$ cat config.mk
export PLATFORM = sky130hd
export DESIGN_NAME = contiguous_page_run_allocator_top
export DESIGN_NICKNAME = d
export VERILOG_FILES = /design/src/rtl/cpra_pkg.sv /design/src/rtl/contiguous_page_run_allocator_top.sv /design/src/rtl/cpra_ctrl.sv /design/src/rtl/cpra_dp.sv
export SDC_FILE = /design/constraint.sdc
export NUM_CORES = 1
export LEC_CHECK = 0
export BUFFER_PORTS_ARGS = -buffer_cell sky130_fd_sc_hd__buf_2
export CORE_AREA = 4 4 114 116
export DETAILED_ROUTE_END_ITERATION = 12
export DIE_AREA = 0 0 118 120
export GPL_ROUTABILITY_DRIVEN = 0
export PLACE_DENSITY = 0.76
export SLEW_MARGIN = 40
export SYNTH_ARGS = -nofsm -noshare
export SYNTH_HDL_FRONTEND = slang
export SYNTH_SLANG_ARGS = --single-unit
export TNS_END_PERCENT = 10
$ cat constraint.sdc
create_clock -name clock -period 3.5 [get_ports clock]
set_input_delay 0.7 -clock clock [delete_from_list [all_inputs] [get_ports clock]]
set_output_delay 0.7 -clock clock [all_outputs]
set_load 0.01 [all_outputs]
$ cat src/rtl/cpra_pkg.sv
`timescale 1ns / 1ps

package cpra_pkg;

   // Field widths of the request and response.
   localparam int CMD_W   = 2;
   localparam int COUNT_W = 7;
   localparam int START_W = 6;

   // Default size of the page table.
   localparam int TABLE_PAGES_DEF = 64;

   // Command codes.
   localparam logic [CMD_W-1:0] CMD_ALLOC    = 2'd0;
   localparam logic [CMD_W-1:0] CMD_FREE     = 2'd1;
   localparam logic [CMD_W-1:0] CMD_FREE_ALL = 2'd2;

   // One request.
   typedef struct packed {
      logic [CMD_W-1:0]   cmd;
      logic [COUNT_W-1:0] count;
      logic               from_end;
      logic [START_W-1:0] start_page;
   } req_type;

   // One response.
   typedef struct packed {
      logic               ok;
      logic [START_W-1:0] first_page;
   } rsp_type;

   // Commands from the controller to the datapath.
   typedef struct packed {
      logic capture;    // register the accepted request
      logic load_scan;  // set the pointer to the first page of the search
      logic scan_step;  // move the search one page on
      logic load_mark;  // a run was found: point at its start
      logic mark_step;  // mark the page at the pointer valid and advance
      logic load_free;  // point at the first page to free
      logic free_step;  // clear the page at the pointer and advance
      logic load_clear; // point at page 0 to clear the whole table
      logic finish;     // register the response
      logic fin_ok;     // response ok flag
      logic fin_first;  // response carries the run start
   } dp_cmd_type;

   // Status from the datapath to the controller.
   typedef struct packed {
      logic [CMD_W-1:0] cmd;
      logic             len_bad;     // allocation length is zero or too large
      logic             free_empty;  // free request touches no page
      logic             run_hit;     // the current page completes a free run
      logic             scan_last;   // the current page is the last one to search
      logic             rem_last;    // one page left to mark or free
      logic             ptr_last;    // pointer is at the top page
   } dp_sts_type;

endpackage

$ cat src/rtl/contiguous_page_run_allocator_top.sv
`timescale 1ns / 1ps

// Contiguous page-run allocator: one valid bit per page, first-fit run search.
// Requests enter on req_item and are taken at a rising edge where start is high
// and busy is low. busy stays high until the request is finished.
// Each request gives exactly one response: rsp_valid is high for one cycle with
// rsp_item (ok flag and first page of an allocated run). The receiver cannot
// stall; a response must be taken in the cycle it is shown.
// Steps from the accepted request to the response strobe:
//   unknown command, rejected length or empty free: answered from decode.
//   free of n pages: walks the n pages, stopping at the top page.
//   free-all: walks every page of the table.
//   allocate: searches for a run, then marks its pages on success; on failure
//   the search walks on to the last page in its direction.
// The search, the marking and the clearing walk the page table one page per
// cycle through a single pointer. A new request may be given in the cycle the
// response is shown.
// Synchronous reset puts the controller into its clearing state; once reset is
// released the block stays busy while it clears the table page by page.

module contiguous_page_run_allocator_top
   import cpra_pkg::*;
#(
   parameter int TABLE_PAGES = TABLE_PAGES_DEF
)
(
   input  logic    clock,
   input  logic    reset,
   input  logic    start,
   output logic    busy,
   input  req_type req_item,
   output logic    rsp_valid,
   output rsp_type rsp_item
);

   dp_cmd_type dp_cmd;
   dp_sts_type dp_sts;

   // Sequencer for the request.
   cpra_ctrl u_ctrl (
      .clock     (clock),
      .reset     (reset),
      .start     (start),
      .busy      (busy),
      .rsp_valid (rsp_valid),
      .sts       (dp_sts),
      .cmd       (dp_cmd)
   );

   // Page table and walk registers.
   cpra_dp #(
      .TABLE_PAGES (TABLE_PAGES)
   ) u_dp (
      .clock    (clock),
      .reset    (reset),
      .req_item (req_item),
      .cmd      (dp_cmd),
      .sts      (dp_sts),
      .rsp_item (rsp_item)
   );

endmodule

$ cat src/rtl/cpra_ctrl.sv
`timescale 1ns / 1ps

module cpra_ctrl
   import cpra_pkg::*;
(
   input  logic       clock,
   input  logic       reset,
   input  logic       start,
   output logic       busy,
   output logic       rsp_valid,
   input  dp_sts_type sts,
   output dp_cmd_type cmd
);

   localparam logic [2:0] ST_IDLE   = 3'd0;
   localparam logic [2:0] ST_DECODE = 3'd1;
   localparam logic [2:0] ST_SCAN   = 3'd2;
   localparam logic [2:0] ST_MARK   = 3'd3;
   localparam logic [2:0] ST_FREE   = 3'd4;
   localparam logic [2:0] ST_CLEAR  = 3'd5;
   localparam logic [2:0] ST_INIT   = 3'd6;

   logic [2:0] state_ff;
   logic [2:0] state_in;
   logic       rsp_valid_ff;
   logic       rsp_valid_in;

   assign busy      = (state_ff != ST_IDLE);
   assign rsp_valid = rsp_valid_ff;

   // Next state and datapath commands.
   always_comb begin
      state_in     = state_ff;
      rsp_valid_in = 1'b0;
      cmd          = '0;
      case (state_ff)
         ST_IDLE: begin
            if (start) begin
               cmd.capture = 1'b1;
               state_in    = ST_DECODE;
            end
         end
         ST_DECODE: begin
            case (sts.cmd)
               CMD_ALLOC: begin
                  if (sts.len_bad) begin
                     cmd.finish   = 1'b1;
                     rsp_valid_in = 1'b1;
                     state_in     = ST_IDLE;
                  end else begin
                     cmd.load_scan = 1'b1;
                     state_in      = ST_SCAN;
                  end
               end
               CMD_FREE: begin
                  if (sts.free_empty) begin
                     cmd.finish   = 1'b1;
                     cmd.fin_ok   = 1'b1;
                     rsp_valid_in = 1'b1;
                     state_in     = ST_IDLE;
                  end else begin
                     cmd.load_free = 1'b1;
                     state_in      = ST_FREE;
                  end
               end
               CMD_FREE_ALL: begin
                  cmd.load_clear = 1'b1;
                  state_in       = ST_CLEAR;
               end
               default: begin
                  // Unknown command: answer with a failure and change nothing.
                  cmd.finish   = 1'b1;
                  rsp_valid_in = 1'b1;
                  state_in     = ST_IDLE;
               end
            endcase
         end
         ST_SCAN: begin
            if (sts.run_hit) begin
               cmd.load_mark = 1'b1;
               state_in      = ST_MARK;
            end else if (sts.scan_last) begin
               cmd.finish   = 1'b1;
               rsp_valid_in = 1'b1;
               state_in     = ST_IDLE;
            end else begin
               cmd.scan_step = 1'b1;
            end
         end
         ST_MARK: begin
            cmd.mark_step = 1'b1;
            if (sts.rem_last) begin
               cmd.finish    = 1'b1;
               cmd.fin_ok    = 1'b1;
               cmd.fin_first = 1'b1;
               rsp_valid_in  = 1'b1;
               state_in      = ST_IDLE;
            end
         end
         ST_FREE: begin
            cmd.free_step = 1'b1;
            if (sts.rem_last || sts.ptr_last) begin
               cmd.finish   = 1'b1;
               cmd.fin_ok   = 1'b1;
               rsp_valid_in = 1'b1;
               state_in     = ST_IDLE;
            end
         end
         ST_CLEAR: begin
            // Free-all walks every page of the table and then answers.
            cmd.free_step = 1'b1;
            if (sts.ptr_last) begin
               cmd.finish   = 1'b1;
               cmd.fin_ok   = 1'b1;
               rsp_valid_in = 1'b1;
               state_in     = ST_IDLE;
            end
         end
         ST_INIT: begin
            // Clearing pass after reset; no response is given.
            cmd.free_step = 1'b1;
            if (sts.ptr_last) begin
               state_in = ST_IDLE;
            end
         end
         default: begin
            state_in = ST_IDLE;
         end
      endcase
   end

   // State and response strobe registers.
   always_ff @(posedge clock) begin
      if (reset) begin
         state_ff     <= ST_INIT;
         rsp_valid_ff <= 1'b0;
      end else begin
         state_ff     <= state_in;
         rsp_valid_ff <= rsp_valid_in;
      end
   end

   // The response strobe only appears once the controller is back at rest.
   a_rsp_idle: assert property (@(posedge clock) disable iff (reset)
      rsp_valid_ff |-> (state_ff == ST_IDLE))
      else $error("response strobe while a request is in progress");

   // An accepted request is always decoded next.
   a_accept_decode: assert property (@(posedge clock) disable iff (reset)
      (start && !busy) |=> (state_ff == ST_DECODE))
      else $error("accepted request not decoded");

   // A response never lasts more than one cycle.
   a_rsp_single: assert property (@(posedge clock) disable iff (reset)
      rsp_valid_ff |=> !rsp_valid_ff)
      else $error("response strobe held for two cycles");

endmodule

$ cat src/rtl/cpra_dp.sv
`timescale 1ns / 1ps

module cpra_dp
   import cpra_pkg::*;
#(
   parameter int TABLE_PAGES = TABLE_PAGES_DEF
)
(
   input  logic       clock,
   input  logic       reset,
   input  req_type    req_item,
   input  dp_cmd_type cmd,
   output dp_sts_type sts,
   output rsp_type    rsp_item
);

   localparam int PAGE_W = $clog2(TABLE_PAGES);
   localparam int PTR_W  = (PAGE_W + 1 > START_W + 1) ? PAGE_W + 1 : START_W + 1;
   localparam logic [PTR_W-1:0] PAGES = PTR_W'(TABLE_PAGES);
   localparam logic [PTR_W-1:0] TOP   = PTR_W'(TABLE_PAGES - 1);

   logic                   page_mem [TABLE_PAGES];
   logic                   rd_ff;
   req_type                req_ff;
   logic [PTR_W-1:0]       ptr_ff;
   logic [PTR_W-1:0]       ptr_in;
   logic [COUNT_W-1:0]     run_ff;
   logic [COUNT_W-1:0]     run_in;
   logic [COUNT_W-1:0]     rem_ff;
   logic [COUNT_W-1:0]     rem_in;
   logic [PTR_W-1:0]       first_ff;
   rsp_type                rsp_ff;

   logic [PTR_W-1:0]       count_ext;
   logic [COUNT_W-1:0]     run_inc;
   logic [PTR_W-1:0]       run_start;
   logic                   cur_free;
   logic [PAGE_W-1:0]      rd_addr;
   logic [PAGE_W-1:0]      wr_addr;

   assign count_ext = PTR_W'(req_ff.count);
   assign run_inc   = COUNT_W'(run_ff + 1'b1);
   assign cur_free  = ~rd_ff;

   // The table is read at the page the pointer moves to, so the bit is ready with it.
   assign rd_addr = ptr_in[PAGE_W-1:0];
   assign wr_addr = ptr_ff[PAGE_W-1:0];

   // Start of the run that ends at the pointer: upward it lies below, downward it is the pointer.
   assign run_start = req_ff.from_end ? ptr_ff : PTR_W'(ptr_ff - count_ext + 1'b1);

   // Status toward the controller.
   always_comb begin
      sts.cmd        = req_ff.cmd;
      sts.len_bad    = (req_ff.count == '0) || (count_ext > PAGES);
      sts.free_empty = (req_ff.count == '0) || (PTR_W'(req_ff.start_page) >= PAGES);
      sts.run_hit    = cur_free && (run_inc == req_ff.count);
      sts.scan_last  = req_ff.from_end ? (ptr_ff == '0) : (ptr_ff == TOP);
      sts.rem_last   = (rem_ff == COUNT_W'(1));
      sts.ptr_last   = (ptr_ff == TOP);
   end

   // Pointer, run length and remaining count.
   always_comb begin
      ptr_in = ptr_ff;
      run_in = run_ff;
      rem_in = rem_ff;
      if (cmd.load_scan) begin
         ptr_in = req_ff.from_end ? TOP : '0;
         run_in = '0;
      end else if (cmd.scan_step) begin
         ptr_in = req_ff.from_end ? PTR_W'(ptr_ff - 1'b1) : PTR_W'(ptr_ff + 1'b1);
         run_in = cur_free ? run_inc : '0;
      end else if (cmd.load_mark) begin
         ptr_in = run_start;
         rem_in = req_ff.count;
      end else if (cmd.load_free) begin
         ptr_in = PTR_W'(req_ff.start_page);
         rem_in = req_ff.count;
      end else if (cmd.load_clear) begin
         ptr_in = '0;
      end else if (cmd.mark_step || cmd.free_step) begin
         ptr_in = PTR_W'(ptr_ff + 1'b1);
         rem_in = COUNT_W'(rem_ff - 1'b1);
      end
   end

   // Page table: one valid bit per page, written at the pointer, read into a register.
   always_ff @(posedge clock) begin
      if (cmd.mark_step || cmd.free_step) begin
         page_mem[wr_addr] <= cmd.mark_step;
      end
      rd_ff <= page_mem[rd_addr];
   end

   // Working registers and response fields.
   always_ff @(posedge clock) begin
      if (cmd.capture) begin
         req_ff <= req_item;
      end
      if (reset) begin
         ptr_ff <= '0;
      end else begin
         ptr_ff <= ptr_in;
      end
      run_ff <= run_in;
      rem_ff <= rem_in;
      if (cmd.load_mark) begin
         first_ff <= run_start;
      end
      if (cmd.finish) begin
         rsp_ff.ok         <= cmd.fin_ok;
         rsp_ff.first_page <= cmd.fin_first ? first_ff[START_W-1:0] : '0;
      end
   end

   assign rsp_item = rsp_ff;

   // A run is only found on a page that reads as free.
   a_hit_free: assert property (@(posedge clock) disable iff (reset)
      cmd.load_mark |-> cur_free)
      else $error("run found on a page that is in use");

   // The pointer stays inside the table while it touches pages.
   a_ptr_range: assert property (@(posedge clock) disable iff (reset)
      (cmd.mark_step || cmd.free_step || cmd.scan_step) |-> (ptr_ff < PAGES))
      else $error("page pointer outside the table");

   // A found run lies wholly inside the table.
   a_run_in_table: assert property (@(posedge clock) disable iff (reset)
      cmd.load_mark |->
         ((PTR_W+1)'(run_start) + (PTR_W+1)'(count_ext) <= (PTR_W+1)'(PAGES)))
      else $error("found run runs past the top of the table");

endmodule

==> summary.txt, run 1 <==
Critical path
  – Slowest cell on crit path: edfxtp_1
  – Crit Path Category: reg2reg
  – CP arrival: roughly 3800 ps
  – Critical Path, Cell by Cell: nor3_1 -> a211oi_2 -> buf_4 -> buf_4 -> or3_1 -> a31oi_1 -> a2111o_1 -> a41oi_2 -> or3_1 -> a221oi_1 -> a41o_1 -> o31ai_1 -> o211ai_1
  – Critical R2R Launch: u_dp.count_ext[2]
  – Crit-path max FO: 9
  – Setup crit end kind: flip-flop
  – Crit path launch: u_dp.count_ext[2]
  – Slowest stage delay, CP: approximately 500 ps
  – Worst EP required: approximately 3900 ps
  – Startpoint Class: flip-flop

GRT
  – Total GRT Usage: around a quarter
  – Global-route wire length before repair: approximately 29,000 µm
  – Total grt overflow: 0
  – Vias in the first global route: approximately 5,400
  – Antenna violations before repair: 0
  – Largest net degree at the start of global routing: between 60 and 70

Timing
  – Slew margin rel.: slightly above 60%
  – Worst hold slack: 444.3 ps
  – Max Clock Freq: between 200 and 300 MHz
  – Final slew viol count: 0
  – Crit path time final: approximately 3400 ps
  – Worst slew pin tran: 590.9 ps
  – Crit share post-route: 97.52%
  – Hold Vio Cnt, Final: 0
  – Worst clock skew: 6.398 ps
  – Final Setup Violations: 0

Layout
  – Final instance area: between 8000 and 9000 µm²
  – Antenna diodes: 0
  – Share of layout cells above drive strength 1: between 20% and 30%
  – Core Util, Final: around 67%
  – Syn-to-layout area delta: 20.93%
  – # nets final: 760

Yosys
  – Sequential share of the synthesized area: approximately 51%
  – Synthesized area per cell: slightly above 10 µm²
  – Top cell type's share of synthesized area: between 40 and 50%
  – Number of flops mapped to enable cells by yosys: 100
  – Yosys reg bits: roughly 120
  – Synth cell count leaders: nor2_1 (108), edfxtp_1 (100), nand2_1 (46)
  – Syn. warnings: 0
  – Post-synth ARST share: 0%
  – Top cells by area, synth: edfxtp_1 (45%), nor2_1 (6.1%), dfxtp_1 (5.7%), ha_1 (3.2%), nand2_1 (2.6%)
  – Ys flop type: edfxtp_1
  – Largest area contributor in the netlist: edfxtp_1
  – Netlist cell types: 84
  – Gate Count Post-Synth: 646
  – Syn nets: 683
  – Count leader, synth: nor2_1
  – Post-Syn Area: 6641 µm²

Clock tree
  – H-tree levels: 4
  – CTS Buf Count: 17
  – Clk sinks: about 120
  – Hold Buf Count CTS: 0
  – CTS tree: built
  – Worst skew pair latency: between 400 and 500 ps
  – Clock buffer depth: 2
  – Worst-path clk slew: ~60 ps
  – Root buffer cell: clkbuf_16

Route
  – ANT nets after route: 0
  – Routed wire per std cell: about 21 µm
  – Drt pass-1 iters: 5
  – DR iter-0 viols: a little over 600
  – Routed vias: 5,671
  – Final wirelength: roughly 19,000 µm
  – Vias per cell: 6.422
  – # DRC: 0

Floorplan
  – DIE HEIGHT: 120 µm
  – I/O pin count: 28
  – Core area: about 12,000 µm²
  – Initial Util: a little under three fifths
  – DIE AREA: 14,160 µm²
  – Die width: about 120 µm
  – FP Rows: 40

Min path
  – Hold path start: req_item[2]
  – HP Class: in2reg

Status
  – Status: complete, no violations

Placement
  – PortBufs: 27
  – DP Area: between 7000 and 8000 µm²
  – Post-DP HPWL: roughly 13,000 µm

Power and ir drop
  – Peak VDD IR: 416.7 µV
  – Pwr dens: approximately 490 nW/µm²
  – Leak: 3.128 nW

Flow run
  – Max Cap Viol: 0
[critical path: cells and delay by family, from the launching register on]
kind / cells / cell delay [ps]
AND/OR/NAND/NOR: 3 / 1220
AO/OA/AOI/OAI: 8 / 1260
buffers and inverters: 2 / 330
flip-flops: 1 / 500
[power by group]
group | leakage [nW] | internal (mW) | switching, mW
Sequential | 1.17 | 1.59 | 0.0499
Combinational | 1.67 | 0.234 | 0.308
Clock | 0.289 | 1.06 | 0.672
Total | 3.13 | 2.89 | 1.03
[layout make-up]
cell class,count,area [µm²]
clock buffer,17,425.4
fill,855,3880
timing repair buffer,93,655.6
sequential,119,3386
tap,147,183.9
multi-input combinational,470,3124
clock inverter,15,170.2
inverter,22,86.33
[logic make-up after synthesis]
kind of cell,Yosys count,share of synthesized area (%)
AOI/OAI and AO/OA,131,14.94
xor gates and xnor gates,22,2.901
adders and majority gates,18,3.504
buffers and inverters,57,3.674
DFF,119,50.94
muxes,22,3.485
and+or+nand+nor,277,20.55
[flip-flops by register name (all words and copies together) (netlist names), 2 cells and up]
register         flops
u_dp.ptr_ff          7
u_dp.page_mem       64
u_dp.run_ff          7
u_dp.first_ff        6
u_dp.req_ff          7
u_dp.count_ext       7
u_dp.sts             2
u_dp.rsp_item        7
u_dp.rem_ff          7
u_ctrl.state_ff      3
[cells in the final DEF, fill, tap and decap left out, types with 6 or more instances in the layout]
cell,Yosys,routed
clkbuf_16,0,17
nand4_1,8,8
xor2_1,11,11
ha_1,17,16
edfxtp_1,100,100
o21ai_0,26,22
a31oi_1,12,12
nand3_1,17,16
mux2i_1,13,13
nor3_1,25,22
nand2_1,46,46
buf_4,2,64
buf_2,6,27
dfxtp_1,19,17
a21oi_1,18,18
o211ai_1,6,6
inv_1,21,20
or3_1,16,16
mux2_2,8,8
xnor2_1,11,11
nor2_1,108,108
nor4_1,6,6
and2_1,11,11
[routing by layer]
metal  share of wire [%]  GRT usage, %  vias to the layer above
li1                    -             -                     2565
met1                  38         32.89                     2671
met2                  47         41.39                      352
met3                  11         7.493                       83
met4                 4.7         13.70                        0
met5                   0             0                        -
[through the flow]
step / TNS, ps / total power, mW / instances / setup WS (ps)
2_1_floorplan: 0 / 1.982 / 646 / 117.9
3_3_place_gp: 0 / 2.125 / 839 / 53.53
3_5_place_dp: -244.9 / 2.149 / 839 / -244.9
4_1_cts: 0 / 3.891 / 873 / 19.37
5_1_grt: -48.27 / 4.074 / 883 / -48.27
6_report: 0 / 3.918 / 883 / 86.85
[final timing paths]
kind                          to  slack [ps]  cells after the start
setup reg to reg      u_dp.rd_ff          90                     13
setup / recovery      u_dp.rd_ff          90                     13
hold reg to reg   u_dp.run_ff[6]         510                      2
hold / removal    u_dp.req_ff[2]         440                      1
[timing repair]
action	4_1_cts	5_1_grt
buffers inserted	2	10
pin swaps	2	5
setup endpoints to repair	1	2
resized for setup	3	24
(Power assumes the default switching activity.)
==> run 2: changes to the inputs <==
Settings changed: CORE_AREA 4 4 114 116 to 4 4 113 115, CTS_BUF_LIST set to sky130_fd_sc_hd__clkbuf_8, DIE_AREA 0 0 118 120 to 0 0 117 119, PLACE_DENSITY 0.76 to 0.77.
==> summary.txt, run 2 (same netlist as run 1, synthesis figures left out) <==
Status
  – Status: complete, but fails checks
  – Failing checks: setup timing

GRT
  – Total GRT Usage: a little over a quarter
  – Global-route wire length before repair: 27,610 µm
  – Vias in the first global route: 5,340
  – Largest net degree at the start of global routing: 66
  – Antenna violations before repair: 0
  – Total grt overflow: 0

Timing
  – Max Clock Freq: 284.1 MHz
  – Crit path time final: between 3000 and 4000 ps
  – Crit share post-route: 100.6%
  – Final worst slack: -19.99 ps
  – Worst clock skew: 14.09 ps
  – Unrepaired setup endpoints after global routing: true
  – Worst slew pin tran: roughly 570 ps
  – Slew margin rel.: around three fifths
  – Hold Vio Cnt, Final: 0
  – Final slew viol count: 0
  – Final Setup Violations: 1

Power and ir drop
  – Sw Pwr: between 0.9 and 1 mW
  – Clock power share: 36.7%
  – Pwr dens: between 400 and 500 nW/µm²
  – Pwr Total: approximately 3.4 mW
  – Sequential power share: roughly half
  – Sw frac: just under 30%
  – Cell Int Power: approximately 2.4 mW
  – Comb pwr share: about 15%
  – Peak VDD IR: just under 300 µV
  – Leak: between 3 and 4 nW

Flow run
  – Max Cap Viol: 0

Layout
  – Share of layout cells above drive strength 1: between 20% and 30%
  – # nets final: between 700 and 800
  – Most frequent cells in the layout: nor2_1 (107), edfxtp_1 (100), buf_4 (65)
  – Syn-to-layout area delta: 17.95%
  – Max FFs per register: 64
  – Largest Register: u_dp.page_mem
  – Antenna diodes: 0
  – Core Util, Final: approximately two thirds
  – Final cell count without fillers: 885
  – Final instance area: roughly 7800 µm²
  – Most common cell after layout, fill and taps aside: nor2_1
  – Fillers: about 850

Route
  – # DRC: 0
  – Final wirelength: 17,680 µm
  – Routed wire per std cell: 19.98 µm
  – Vias per cell: 6.368
  – ANT nets after route: 0
  – Routed vias: 5,636
  – DR iter-0 viols: 775
  – Drt pass-1 iters: 5

Critical path
  – Worst r2r path cells: 13
  – Worst EP required: just under 4000 ps
  – Crit path launch: u_dp.count_ext[1]
  – Setup crit end kind: flip-flop
  – Crit Path Category: reg2reg
  – Reg2reg setup slack: -20 ps
  – CP arrival: between 3000 and 4000 ps
  – CP endpoint: u_dp.rd_ff
  – Critical R2R Launch: u_dp.count_ext[1]
  – Crit-path max FO: 21
  – Reg-to-Reg End: u_dp.rd_ff
  – Startpoint Class: flip-flop

Clock tree
  – Clock buffer depth: 2
  – H-tree levels: 4
  – CTS Buf Count: 17
  – CTS tree: built
  – Worst skew pair latency: 470 ps
  – Root buffer cell: clkbuf_8
  – Clk sinks: between 100 and 150
  – Worst-path clk slew: around 80 ps

Placement
  – Post-DP HPWL: ~13,000 µm
  – PortBufs: 27
  – DP Area: between 7000 and 8000 µm²
  – Dpl cells: 840

Floorplan
  – Die width: 117 µm
  – Initial Util: between 50% and 60%
  – DIE AREA: about 14,000 µm²
  – DIE HEIGHT: 119 µm
  – FP Rows: 40
  – I/O pin count: 28
  – Core area: 11,810 µm²

Min path
  – HP Class: in2reg
==> run 2: cell count changes in the layout (fill, tap and decap cells not counted), sizes merged <==
| cell | change |
|---|---|
| clkinvlp | +1 |
| clkinv | -4 |
| buf | +2 |
| bufinv | -1 |
| inv | +4 |
==> run 2: critical path, stage by stage, from the launching register on <==
cell,delay [ps]
edfxtp_1,470
buf_6,160
nor4_4,400
and2_2,280
nor3_2,70
buf_12,170
a2111oi_0,450
nand3b_1,150
and2_1,270
buf_4,190
o311a_1,340
a211oi_1,330
a31oi_1,70
o211ai_1,90
==> run 2: how the worst min path moves through the flow <==
stage / start / endpoint / slack (ps) / cells past startpoint
floorplan: u_dp.run_ff[6] / u_dp.run_ff[6] / 470 / 2
detailed placement: u_dp.first_ff[4] / u_dp.rsp_item[4] / 510 / 1
global placement: u_dp.run_ff[6] / u_dp.run_ff[6] / 490 / 2
finish: req_item[10] / u_dp.count_ext[3] / 410 / 1
global route: req_item[1] / u_dp.req_ff[1] / 380 / 1
CTS: req_item[10] / u_dp.count_ext[3] / 380 / 1
==> run 2: power by group through the flow <==
stage                     sequential (mW)  clock (mW)  combinational [mW]
after floorplan                      1.66           0               0.325
after global placement               1.66           0               0.459
after detailed placement             1.67           0               0.468
after CTS                            1.64        1.26               0.471
after global routing                 1.64        1.33               0.547
final                                1.64        1.24               0.499
==> run 2: what timing repair did <==
action | CTS | global route
buffers inserted | 0 | 13
hold buffers | 0 | 0
pin swaps | 0 | 13
gates resized for setup | 2 | 25
setup endpoints to repair | 1 | 2
==> run 2: layer usage <==
layer	up-vias	GRT usage [%]	wire (µm)
met5	-	0	0
met4	0	8.315	452
li1	2565	-	-
met2	349	40.26	8269
met1	2674	35.63	7111
met3	48	7.165	1850
==> run 2: final cells by class <==
| type | instances | area, µm² | share of cell area, % |
|---|---|---|---|
| repair buffers | 95 | 665.6 | 8.497 |
| well taps | 147 | 183.9 | 2.348 |
| clock buffers | 17 | 234.0 | 2.987 |
| multi-input cells | 470 | 3118 | 39.80 |
| flip-flops and latches | 119 | 3386 | 43.22 |
| clock inverters | 15 | 160.2 | 2.044 |
| inverters | 22 | 86.33 | 1.102 |
==> run 2: stage by stage <==
stage / TNS (ps) / hold slack (ps) / worst slack, ps
after floorplan: 0 / 469.0 / 117.9
after global placement: 0 / 487.3 / 55.74
after detailed placement: -26.85 / 506.9 / -26.85
after CTS: 0 / 381.4 / 16.95
after global routing: -174.6 / 376.2 / -174.6
final: -19.99 / 410.7 / -19.99
